$ cat src/rtl/wfhsp_pkg.sv
package wfhsp_pkg;

    // frame control codes
    localparam logic [1:0] FT_MGMT = 2'd0;
    localparam logic [1:0] FT_CTRL = 2'd1;

    localparam logic [3:0] ST_ASSOC_REQ  = 4'd0;
    localparam logic [3:0] ST_PROBE_REQ  = 4'd4;
    localparam logic [3:0] ST_PROBE_RESP = 4'd5;
    localparam logic [3:0] ST_BEACON     = 4'd8;

    localparam logic [7:0] EID_SSID = 8'd0;

    // header layout (byte offsets)
    localparam int HDR_BYTES      = 24;
    localparam int MIN_CTRL_BYTES = 10;
    localparam int CTRL_SRC_BYTES = 16;
    // last fixed-field byte before the tagged elements
    localparam int FIXED_END_DEF  = 23;
    localparam int FIXED_END_ASSOC = 27;
    localparam int FIXED_END_BEACON = 35;

    // ssid storage: 8-byte rows, two banks so one frame drains while the next fills
    localparam int SSID_MAX_BYTES = 32;
    localparam int SSID_ROWS      = 4;
    localparam int SSID_RAM_DEPTH = 2 * SSID_ROWS;
    localparam int SSID_RAM_AW    = 3;

    localparam logic [1:0] REC_SUMMARY = 2'd0;
    localparam logic [1:0] REC_ADDR    = 2'd1;
    localparam logic [1:0] REC_SSID    = 2'd2;

    localparam logic [1:0] ROLE_DST  = 2'd0;
    localparam logic [1:0] ROLE_SRC  = 2'd1;
    localparam logic [1:0] ROLE_BSS  = 2'd2;

    // record index within a frame's output: 0 summary, 1..3 addresses, 4..7 ssid
    localparam logic [2:0] IDX_SUMMARY = 3'd0;
    localparam logic [2:0] IDX_DST     = 3'd1;
    localparam logic [2:0] IDX_SRC     = 3'd2;
    localparam logic [2:0] IDX_BSS     = 3'd3;

    typedef enum logic [7:0] {
        PH_FIXED     = 8'b0000_0001,
        PH_TAG_ID    = 8'b0000_0010,
        PH_LEN_SSID  = 8'b0000_0100,
        PH_LEN_OTHER = 8'b0000_1000,
        PH_SKIP      = 8'b0001_0000,
        PH_SSID      = 8'b0010_0000,
        PH_FOUND     = 8'b0100_0000,
        PH_STOP      = 8'b1000_0000
    } phase_t;

    typedef struct packed {
        logic [1:0]  ftype;
        logic [3:0]  subtype;
        logic        retry;
        logic [15:0] duration;
        logic [11:0] seq;
        logic [11:0] len;
        logic [5:0]  slen;
        logic [47:0] dst;
        logic [47:0] src;
        logic [47:0] bss;
        logic        bank;
        logic [2:0]  last_idx;
    } frame_sum_t;

    typedef struct packed {
        logic [1:0]  kind;
        logic [1:0]  ftype;
        logic [3:0]  subtype;
        logic        retry;
        logic [15:0] duration;
        logic [11:0] seq;
        logic [11:0] len;
        logic [5:0]  slen;
        logic [1:0]  role;
        logic [63:0] value;
        logic        last;
    } out_rec_t;

endpackage

$ cat src/rtl/wfhsp_ram.sv
module wfhsp_ram #(
    parameter int WIDTH = 64,
    parameter int DEPTH = 8
) (
    input  logic                     clk,
    input  logic                     we,
    input  logic [$clog2(DEPTH)-1:0] waddr,
    input  logic [WIDTH-1:0]         wdata,
    input  logic [$clog2(DEPTH)-1:0] raddr,
    output logic [WIDTH-1:0]         rdata
);

    logic [WIDTH-1:0] mem [DEPTH];

    always_ff @(posedge clk)
    begin
        if (we)
        begin
            mem[waddr] <= wdata;
        end
        rdata <= mem[raddr];
    end

endmodule

$ cat src/rtl/wifi_frame_header_ssid_parser.sv
// channel  | dir | bits                              | word
// s_axis   | in  | tdata[7:0] frame_byte, tlast      | one frame byte
// m_axis   | out | tdata[118:0] fields, tuser kind,  | one record (summary, address
//          |     | tlast last_of_frame               | or ssid chunk)
//
// Cycles: one byte per cycle in; header capture and tag walk finish in the accept cycle.
// A frame end queues 4 + ceil(ssid_length/8) records, drained one per cycle while m_axis_tready
// allows, from an output register; ssid chunks come from a two-bank ssid RAM (registered read).
// Stalls: a frame's last byte is held off (tready low) while the previous frame's
// records still drain; other bytes keep flowing, since they fill the other RAM bank.
// Reset: async, clears the position, walk phase and emitter; no clearing pass.
module wifi_frame_header_ssid_parser
    import wfhsp_pkg::*;
#(
    parameter int MAX_FRAME_BYTES = 4096
) (
    input  logic         clk,
    input  logic         rst_n,
    input  logic         s_axis_tvalid,
    output logic         s_axis_tready,
    input  logic [7:0]   s_axis_tdata,   // [7:0] frame_byte
    input  logic         s_axis_tlast,   // last_byte
    output logic         m_axis_tvalid,
    input  logic         m_axis_tready,
    // [1:0] frame_type, [5:2] frame_subtype, [6] retry_flag, [22:7] duration_value,
    // [34:23] sequence_number, [46:35] frame_length, [52:47] ssid_length,
    // [54:53] address_role, [118:55] record_value, [119] zero pad
    output logic [119:0] m_axis_tdata,
    output logic [1:0]   m_axis_tuser,   // [1:0] record_kind
    output logic         m_axis_tlast    // last_of_frame
);

    localparam int POS_W = $clog2(MAX_FRAME_BYTES);
    localparam logic [POS_W-1:0] POS_LAST = POS_W'(MAX_FRAME_BYTES - 1);

    // parser state
    logic [POS_W-1:0] pos_reg, pos_next;
    phase_t           phase_reg, phase_next;
    logic [15:0]      fc_reg, fc_next;
    logic [15:0]      dur_reg, dur_next;
    logic [15:0]      seq_reg, seq_next;
    logic [47:0]      dst_reg, dst_next;
    logic [47:0]      src_reg, src_next;
    logic [47:0]      bss_reg, bss_next;
    logic [7:0]       elem_left_reg, elem_left_next;
    logic [5:0]       ssid_taken_reg, ssid_taken_next;
    logic [5:0]       ssid_exp_reg, ssid_exp_next;
    logic [63:0]      ssid_word_reg, ssid_word_next;
    logic             wr_bank_reg, wr_bank_next;

    // emitter state
    logic             emit_busy_reg, emit_busy_next;
    logic [2:0]       rec_idx_reg, rec_idx_next;
    frame_sum_t       sum_reg, sum_next;
    logic             out_valid_reg, out_valid_next;
    out_rec_t         out_reg, out_next;

    logic                   s_accept;
    logic                   emit_start;
    logic                   out_load;
    logic                   ram_we;
    logic [SSID_RAM_AW-1:0] ram_waddr;
    logic [63:0]            ram_wdata;
    logic [SSID_RAM_AW-1:0] ram_raddr;
    logic [63:0]            ram_rdata;

    // a frame end needs the emitter free; mid-frame bytes never wait
    assign s_axis_tready = !(emit_busy_reg && s_axis_tlast);
    assign s_accept      = s_axis_tvalid && s_axis_tready;

    // ---------------------------------------------------------------- parser
    always_comb
    begin
        logic [7:0]       b;
        logic [POS_W-1:0] fixed_end;
        logic [4:0]       hidx;
        logic [4:0]       lane;
        logic [2:0]       slane;
        logic [5:0]       taken_inc;
        logic [63:0]      word;
        logic             sub_ok;
        logic [POS_W-1:0] len;
        logic [POS_W+11:0] len_ext;
        logic [1:0]       ftype;
        logic [5:0]       slen;
        logic [6:0]       slen_p7;
        logic             len_ok;

        b         = s_axis_tdata[7:0];
        hidx      = pos_reg[4:0];
        lane      = 5'd0;
        slane     = ssid_taken_reg[2:0];
        taken_inc = ssid_taken_reg + 6'd1;
        word      = ssid_word_reg;
        sub_ok    = 1'b0;
        len       = '0;
        len_ext   = '0;
        ftype     = 2'd0;
        slen      = 6'd0;
        slen_p7   = 7'd0;
        len_ok    = 1'b0;

        case (fc_reg[7:4]) inside
            ST_PROBE_RESP, ST_BEACON: fixed_end = POS_W'(FIXED_END_BEACON);
            ST_ASSOC_REQ:             fixed_end = POS_W'(FIXED_END_ASSOC);
            default:                  fixed_end = POS_W'(FIXED_END_DEF);
        endcase

        pos_next        = pos_reg;
        phase_next      = phase_reg;
        fc_next         = fc_reg;
        dur_next        = dur_reg;
        seq_next        = seq_reg;
        dst_next        = dst_reg;
        src_next        = src_reg;
        bss_next        = bss_reg;
        elem_left_next  = elem_left_reg;
        ssid_taken_next = ssid_taken_reg;
        ssid_exp_next   = ssid_exp_reg;
        ssid_word_next  = ssid_word_reg;
        wr_bank_next    = wr_bank_reg;
        ram_we          = 1'b0;
        ram_waddr       = {wr_bank_reg, ssid_taken_reg[4:3]};
        ram_wdata       = word;
        emit_start      = 1'b0;
        sum_next        = sum_reg;

        if (s_accept)
        begin
            if (pos_reg != POS_LAST)
            begin
                pos_next = pos_reg + POS_W'(1);

                // fixed header: every byte lands in its own lane, so no clear is needed
                if (pos_reg < POS_W'(HDR_BYTES))
                begin
                    if (hidx < 5'd2)
                    begin
                        fc_next[{hidx[0], 3'b000} +: 8] = b;
                    end
                    else if (hidx < 5'd4)
                    begin
                        dur_next[{hidx[0], 3'b000} +: 8] = b;
                    end
                    else if (hidx < 5'd10)
                    begin
                        lane = hidx - 5'd4;
                        dst_next[{lane[2:0], 3'b000} +: 8] = b;
                    end
                    else if (hidx < 5'd16)
                    begin
                        lane = hidx - 5'd10;
                        src_next[{lane[2:0], 3'b000} +: 8] = b;
                    end
                    else if (hidx < 5'd22)
                    begin
                        lane = hidx - 5'd16;
                        bss_next[{lane[2:0], 3'b000} +: 8] = b;
                    end
                    else
                    begin
                        seq_next[{hidx[0], 3'b000} +: 8] = b;
                    end
                end

                // tagged element walk
                unique case (phase_reg)
                    PH_FIXED:
                    begin
                        if (pos_reg == '0)
                        begin
                            // only management frames that carry elements are walked
                            sub_ok = (b[7:4] == ST_ASSOC_REQ) || (b[7:4] == ST_PROBE_REQ) ||
                                     (b[7:4] == ST_PROBE_RESP) || (b[7:4] == ST_BEACON);
                            if (!(b[3:2] == FT_MGMT && sub_ok))
                            begin
                                phase_next = PH_STOP;
                            end
                        end
                        else if (pos_reg >= fixed_end)
                        begin
                            phase_next = PH_TAG_ID;
                        end
                    end
                    PH_TAG_ID:
                    begin
                        phase_next = (b == EID_SSID) ? PH_LEN_SSID : PH_LEN_OTHER;
                    end
                    PH_LEN_SSID:
                    begin
                        if (b == 8'd0 || b > 8'(SSID_MAX_BYTES))
                        begin
                            phase_next = PH_STOP;
                        end
                        else
                        begin
                            ssid_exp_next   = b[5:0];
                            ssid_taken_next = 6'd0;
                            phase_next      = PH_SSID;
                        end
                    end
                    PH_LEN_OTHER:
                    begin
                        if (b == 8'd0)
                        begin
                            phase_next = PH_TAG_ID;
                        end
                        else
                        begin
                            elem_left_next = b;
                            phase_next     = PH_SKIP;
                        end
                    end
                    PH_SKIP:
                    begin
                        elem_left_next = elem_left_reg - 8'd1;
                        if (elem_left_reg == 8'd1)
                        begin
                            phase_next = PH_TAG_ID;
                        end
                    end
                    PH_SSID:
                    begin
                        // gather 8 bytes in a staging word, write a row when full or done
                        if (slane == 3'd0)
                        begin
                            word = {56'd0, b};
                        end
                        else
                        begin
                            word = ssid_word_reg | ({56'd0, b} << {slane, 3'b000});
                        end
                        ssid_word_next  = word;
                        ssid_taken_next = taken_inc;
                        ram_wdata       = word;
                        if (taken_inc >= ssid_exp_reg)
                        begin
                            phase_next = PH_FOUND;
                        end
                        ram_we = (slane == 3'd7) || (taken_inc >= ssid_exp_reg);
                    end
                    PH_FOUND, PH_STOP:
                    begin
                    end
                    default:
                    begin
                        phase_next = PH_STOP;
                    end
                endcase
            end
            else if (phase_reg != PH_FOUND)
            begin
                phase_next = PH_STOP;
            end

            if (s_axis_tlast)
            begin
                len     = pos_next;
                len_ext = {12'd0, len};
                ftype   = fc_next[3:2];
                len_ok  = (len >= POS_W'(MIN_CTRL_BYTES)) &&
                          (ftype == FT_CTRL || len >= POS_W'(HDR_BYTES));
                if (ftype != FT_CTRL && phase_next == PH_FOUND)
                begin
                    slen = ssid_exp_next;
                end
                slen_p7 = {1'b0, slen} + 7'd7;

                sum_next.ftype    = ftype;
                sum_next.subtype  = fc_next[7:4];
                sum_next.retry    = fc_next[11];
                sum_next.duration = dur_next;
                sum_next.seq      = (ftype == FT_CTRL) ? 12'd0 : seq_next[15:4];
                sum_next.len      = len_ext[11:0];
                sum_next.slen     = slen;
                sum_next.dst      = dst_next;
                sum_next.src      = (ftype == FT_CTRL && len < POS_W'(CTRL_SRC_BYTES)) ?
                                    48'd0 : src_next;
                sum_next.bss      = (ftype == FT_CTRL) ? 48'd0 : bss_next;
                sum_next.bank     = wr_bank_reg;
                sum_next.last_idx = IDX_BSS + slen_p7[5:3];

                emit_start = len_ok;
                if (len_ok)
                begin
                    wr_bank_next = !wr_bank_reg;
                end

                pos_next   = '0;
                phase_next = PH_FIXED;
            end
        end
    end

    // ---------------------------------------------------------------- emitter
    assign out_load = emit_busy_reg && (!out_valid_reg || m_axis_tready);

    always_comb
    begin
        emit_busy_next = emit_busy_reg;
        rec_idx_next   = rec_idx_reg;
        out_valid_next = out_valid_reg;
        out_next       = out_reg;

        if (m_axis_tready)
        begin
            out_valid_next = 1'b0;
        end

        if (out_load)
        begin
            out_valid_next    = 1'b1;
            out_next.ftype    = sum_reg.ftype;
            out_next.subtype  = sum_reg.subtype;
            out_next.retry    = sum_reg.retry;
            out_next.duration = sum_reg.duration;
            out_next.seq      = sum_reg.seq;
            out_next.len      = sum_reg.len;
            out_next.slen     = sum_reg.slen;
            out_next.last     = (rec_idx_reg == sum_reg.last_idx);
            out_next.role     = ROLE_DST;
            case (rec_idx_reg)
                IDX_SUMMARY:
                begin
                    out_next.kind  = REC_SUMMARY;
                    out_next.value = 64'd0;
                end
                IDX_DST:
                begin
                    out_next.kind  = REC_ADDR;
                    out_next.value = {16'd0, sum_reg.dst};
                end
                IDX_SRC:
                begin
                    out_next.kind  = REC_ADDR;
                    out_next.role  = ROLE_SRC;
                    out_next.value = {16'd0, sum_reg.src};
                end
                IDX_BSS:
                begin
                    out_next.kind  = REC_ADDR;
                    out_next.role  = ROLE_BSS;
                    out_next.value = {16'd0, sum_reg.bss};
                end
                default:
                begin
                    out_next.kind  = REC_SSID;
                    out_next.value = ram_rdata;
                end
            endcase

            if (rec_idx_reg == sum_reg.last_idx)
            begin
                emit_busy_next = 1'b0;
            end
            else
            begin
                rec_idx_next = rec_idx_reg + 3'd1;
            end
        end

        if (emit_start)
        begin
            emit_busy_next = 1'b1;
            rec_idx_next   = IDX_SUMMARY;
        end
    end

    // read one record ahead: rdata lines up with rec_idx_reg; chunk rows are idx 4..7
    assign ram_raddr = {sum_next.bank, rec_idx_next[1:0]};

    wfhsp_ram #(
        .WIDTH (64),
        .DEPTH (SSID_RAM_DEPTH)
    ) u_ssid_ram (
        .clk   (clk),
        .we    (ram_we),
        .waddr (ram_waddr),
        .wdata (ram_wdata),
        .raddr (ram_raddr),
        .rdata (ram_rdata)
    );

    // ---------------------------------------------------------------- registers
    always_ff @(posedge clk or negedge rst_n)
    begin
        if (!rst_n)
        begin
            pos_reg        <= '0;
            phase_reg      <= PH_FIXED;
            elem_left_reg  <= 8'd0;
            ssid_taken_reg <= 6'd0;
            ssid_exp_reg   <= 6'd0;
            wr_bank_reg    <= 1'b0;
            emit_busy_reg  <= 1'b0;
            rec_idx_reg    <= IDX_SUMMARY;
            out_valid_reg  <= 1'b0;
        end
        else
        begin
            pos_reg        <= pos_next;
            phase_reg      <= phase_next;
            elem_left_reg  <= elem_left_next;
            ssid_taken_reg <= ssid_taken_next;
            ssid_exp_reg   <= ssid_exp_next;
            wr_bank_reg    <= wr_bank_next;
            emit_busy_reg  <= emit_busy_next;
            rec_idx_reg    <= rec_idx_next;
            out_valid_reg  <= out_valid_next;
        end
    end

    always_ff @(posedge clk)
    begin
        fc_reg        <= fc_next;
        dur_reg       <= dur_next;
        seq_reg       <= seq_next;
        dst_reg       <= dst_next;
        src_reg       <= src_next;
        bss_reg       <= bss_next;
        ssid_word_reg <= ssid_word_next;
        sum_reg       <= sum_next;
        out_reg       <= out_next;
    end

    assign m_axis_tvalid = out_valid_reg;
    assign m_axis_tuser  = out_reg.kind;
    assign m_axis_tlast  = out_reg.last;
    assign m_axis_tdata  = {1'b0, out_reg.value, out_reg.role, out_reg.slen, out_reg.len,
                            out_reg.seq, out_reg.duration, out_reg.retry, out_reg.subtype,
                            out_reg.ftype};

    // ---------------------------------------------------------------- assertions
    // a new frame summary never lands on a frame still draining
    assert property (@(posedge clk) disable iff (!rst_n)
        emit_start |-> !emit_busy_reg)
        else $error("frame end accepted while emitter busy");

    assert property (@(posedge clk) disable iff (!rst_n)
        (phase_reg == PH_SSID) |-> (ssid_taken_reg < ssid_exp_reg))
        else $error("ssid byte count past element length");

    assert property (@(posedge clk) disable iff (!rst_n)
        (phase_reg == PH_FOUND) |->
            (ssid_exp_reg != 6'd0 && ssid_exp_reg <= 6'(SSID_MAX_BYTES)))
        else $error("found ssid with bad length");

    assert property (@(posedge clk) disable iff (!rst_n)
        emit_busy_reg |-> (rec_idx_reg <= sum_reg.last_idx))
        else $error("record index ran past last record");

endmodule
$ cat config.mk
export PLATFORM = sky130hd
export DESIGN_NAME = wifi_frame_header_ssid_parser
export DESIGN_NICKNAME = d
export VERILOG_FILES = /design/src/rtl/wfhsp_pkg.sv /design/src/rtl/wfhsp_ram.sv /design/src/rtl/wifi_frame_header_ssid_parser.sv
export SDC_FILE = /design/constraint.sdc
export NUM_CORES = 1
export LEC_CHECK = 0
export ABC_CLOCK_PERIOD_IN_PS = 9800
export BUFFER_PORTS_ARGS = -buffer_cell sky130_fd_sc_hd__buf_4
export CAP_MARGIN = 20
export CORE_UTILIZATION = 50
export CTS_BUF_LIST = sky130_fd_sc_hd__clkbuf_8
export DETAILED_ROUTE_END_ITERATION = 12
export GPL_TIMING_DRIVEN = 0
export HOLD_SLACK_MARGIN = 0.1
export PLACE_DENSITY = 0.7
export REMOVE_ABC_BUFFERS = 1
export SYNTH_ARGS = -nofsm -noshare
export SYNTH_HDL_FRONTEND = slang
export SYNTH_SLANG_ARGS = --single-unit
$ cat constraint.sdc
create_clock -name clk -period 9.8 [get_ports clk]
set_input_delay 0.49 -clock clk [delete_from_list [all_inputs] [get_ports clk]]
set_output_delay 0.49 -clock clk [all_outputs]
set_load 0.05 [all_outputs]
==> flow_summary.ini <==
[layout]
fin_nets = 3978
layout_common_cells = 1013 x edfxtp_1, 417 x nand2_1, 336 x nor2_1
largest_reg_flops = 512
fin_util_pct = 58.1
fill_cells = 7530
multi_input_comb_area_um2 = 13500
drive_above_1_share_pct = 15.6
mostFrequentLayoutCell = edfxtp_1
seq_area_um2 = 34200
area_delta_synth_final_pct = 15.1

[setup_path]
crit_type = flip-flop to flip-flop
startpoint_type = flip-flop
reg2reg_depth = 10
crit_arrival_ps = 6240
cp_max_fo = 72
critPathRequiredTime_ps = 10470
worstSetupEndpointType = flip-flop

[power_and_ir_drop]
p_total_mw = 15.1
ir_worst_vdd_mv = 0.229
power_density_nw_per_um2 = 269
power_leakage_nw = 19.5

[cts]
cts_root_buf = clkbuf_8
cts.clk_slew.worst_paths_ps = 60
clock_path_buffers = 3
cts_resized = 0
clock_sinks = 1188
clock_latency_ps = 850
htree_levels = 4
cts_tree = built
cts_made_buffers = 181

[logic_synthesis]
yosysTopAreaCell = edfxtp_1
avgSynthCellArea_um2 = 13.0
seq_area_frac_synth_pct = 70.0
synth_top_family_by_area = simple AND/OR/NAND/NOR gates
async_flop_share_pct = 3.87
synth_simple_gate_area_share_pct = 11.8
synth.area.top_cells = edfxtp_1 62%, dfxtp_1 5.3%, nand2_1 3.2%
synth.distinct_cells = 80
synth-xor-area-share_pct = 0.305
muxShareOfSynthArea_pct = 3.20
syn_inst = 3751
ys_ff_latch = 1188
synth_enable_flop_cells = 1013
synthAdderAreaFrac_pct = 0.897
synth_ff_type = edfxtp_1
yosysTopAreaCellShare_pct = 62.3
synth_compound_area_share_pct = 11.1
netlist_area_um2 = 48800
yosys_warnings = 0

[place]
hpwlAfterDp_um = 75100
place_ws_ps = 4410
io_buffers = 136
gp_congestion = 0.870

[sta]
finalHoldViolCount = 0
setup_viol = 0
tns_ps = 0
setup_ws_ps = 4230
fin_crit_ps = 5570
rsz0062_at_grt = no
finClkSkew_ps = 36.2
tightest_slew_ps = 1040
timing.fmax_ghz = 0.180
finalCritPeriodShare_pct = 56.8
slew_viol_final = 0
slew_headroom_pct = 29.9
hold_ws_ps = 256

[floorplanning]
die_area_um2 = 98900
num_rows = 114
pin_count = 138
die_y_um = 314
die_x_um = 314
core_um2 = 96700
initial_core_util_pct = 50.5

[routing]
wl_per_cell_um = 23.3
viasPerCell = 6.04
ant_nets = 0
route.detailed.drc = 0
wl_um = 125000
drt_iter0_drc = 3718
via_count = 32400
firstDrtPassIters = 6

[global_route]
grt_max_degree = 115
grt_pass1_vias = 31100
grt_use_total_pct = 25.2
antenna_found_initial = 2
gr-total-overflow = 0
grt_pass1_wl_um = 188000

[hold_path]
hold_class = input pin to async pin

[status]
outcome = completed

[flow_run]
cap_violations = 0
cell usage after synthesis (9+ instances only):
master and instances:
o22ai_1 65, or3_1 14, buf_1 10, a21oi_1 248, ha_1 35, nor2_1 338
dfrtp_1 45, a2111oi_0 64, a22o_1 27, nand3_1 185, clkbuf_1 218, nand2b_1 15
nor2b_1 73, mux2i_1 76, edfxtp_1 1013, nor3b_1 12, inv_1 57, buf_6 9
xnor2_1 11, buf_2 24, mux2_2 60, nor3_1 31, a222oi_1 48, nor4_1 16
nand4_1 9, dfxtp_1 129, and2_1 88, nand2_1 418, or2_2 11, o21ai_0 82
mux2_1 10, o211ai_1 130, a221oi_1 64
per-stage QoR:
step                cell area (um2)  cells
global placement              50300   4898
CTS                           56200   5359
finish                        56200   5362
detailed placement            52500   5020
global route                  56200   5362
floorplan                     47700   3486
logic make-up (layout without fill, tap and decap cells):
logic type	after synthesis	in the layout
and+or+nand+nor	1247	1247
DFF	1188	1188
AOI/OAI and AO/OA	793	793
buffers and inverters	323	655
muxes	147	147
adders and majority gates	35	35
xor gates and xnor gates	17	17
other	1	4
where the power goes:
| part | switching [mW] | internal [mW] |
|---|---|---|
| Sequential | 0.148 | 6.04 |
| Clock | 1.91 | 2.16 |
| Combinational | 3.12 | 1.70 |
worst paths after layout:
check	start	end	slack, ps
min	rst_n	elem_left_reg[3]$_DFFE_PN0P_	260
max	pos_reg[0]$_DFFE_PN0P_	u_ssid_ram.rdata[33]$_DFF_P_	4230
max in group asynchronous	rst_n	m_axis_tvalid$_DFFE_PN0P_	9060
max reg2reg	pos_reg[0]$_DFFE_PN0P_	u_ssid_ram.rdata[33]$_DFF_P_	4230
min in group clk	s_axis_tdata[2]	ssid_exp_reg[2]$_DFFE_PN0P_	260
min reg2reg	sum_reg[155]$_DFFE_PP_	m_axis_tdata[36]$_DFFE_PP_	410
metal layers:
layer	part of all wire, %	up-vias	wire length [um]	global-route usage, %
li1	-	14600	-	-
met1	41	15900	50900	34.9
met2	47	1634	58500	39.9
met3	9.4	285	11700	4.60
met4	3.0	2	3730	9.34
met5	0.010	-	13	0
worst max-delay path, cell delays in order (launching register included):
cell and delay [ps]:
dfrtp_1 730, buf_16 250, inv_1 330, ha_1 1070, o21bai_1 240, a22o_4 210, buf_16 320, o21a_4 860
or2_4 700, buf_16 310, a221oi_1 200
layout make-up:
cell class,count,share of cell area [%]
repair buffers,261,5.33
well taps,1276,2.84
diodes,3,0.0134
clock inverters,123,1.29
inverters,58,0.408
clock buffers,213,5.22
flip-flops and latches,1188,60.8
multi-input cells,2240,24.1
repair_timing:
action,CTS,global route
hold endpoints to repair,53,0
hold buffers,3,0
buffers inserted,0,0
No activity file was read; power rests on OpenSTA's default activity.
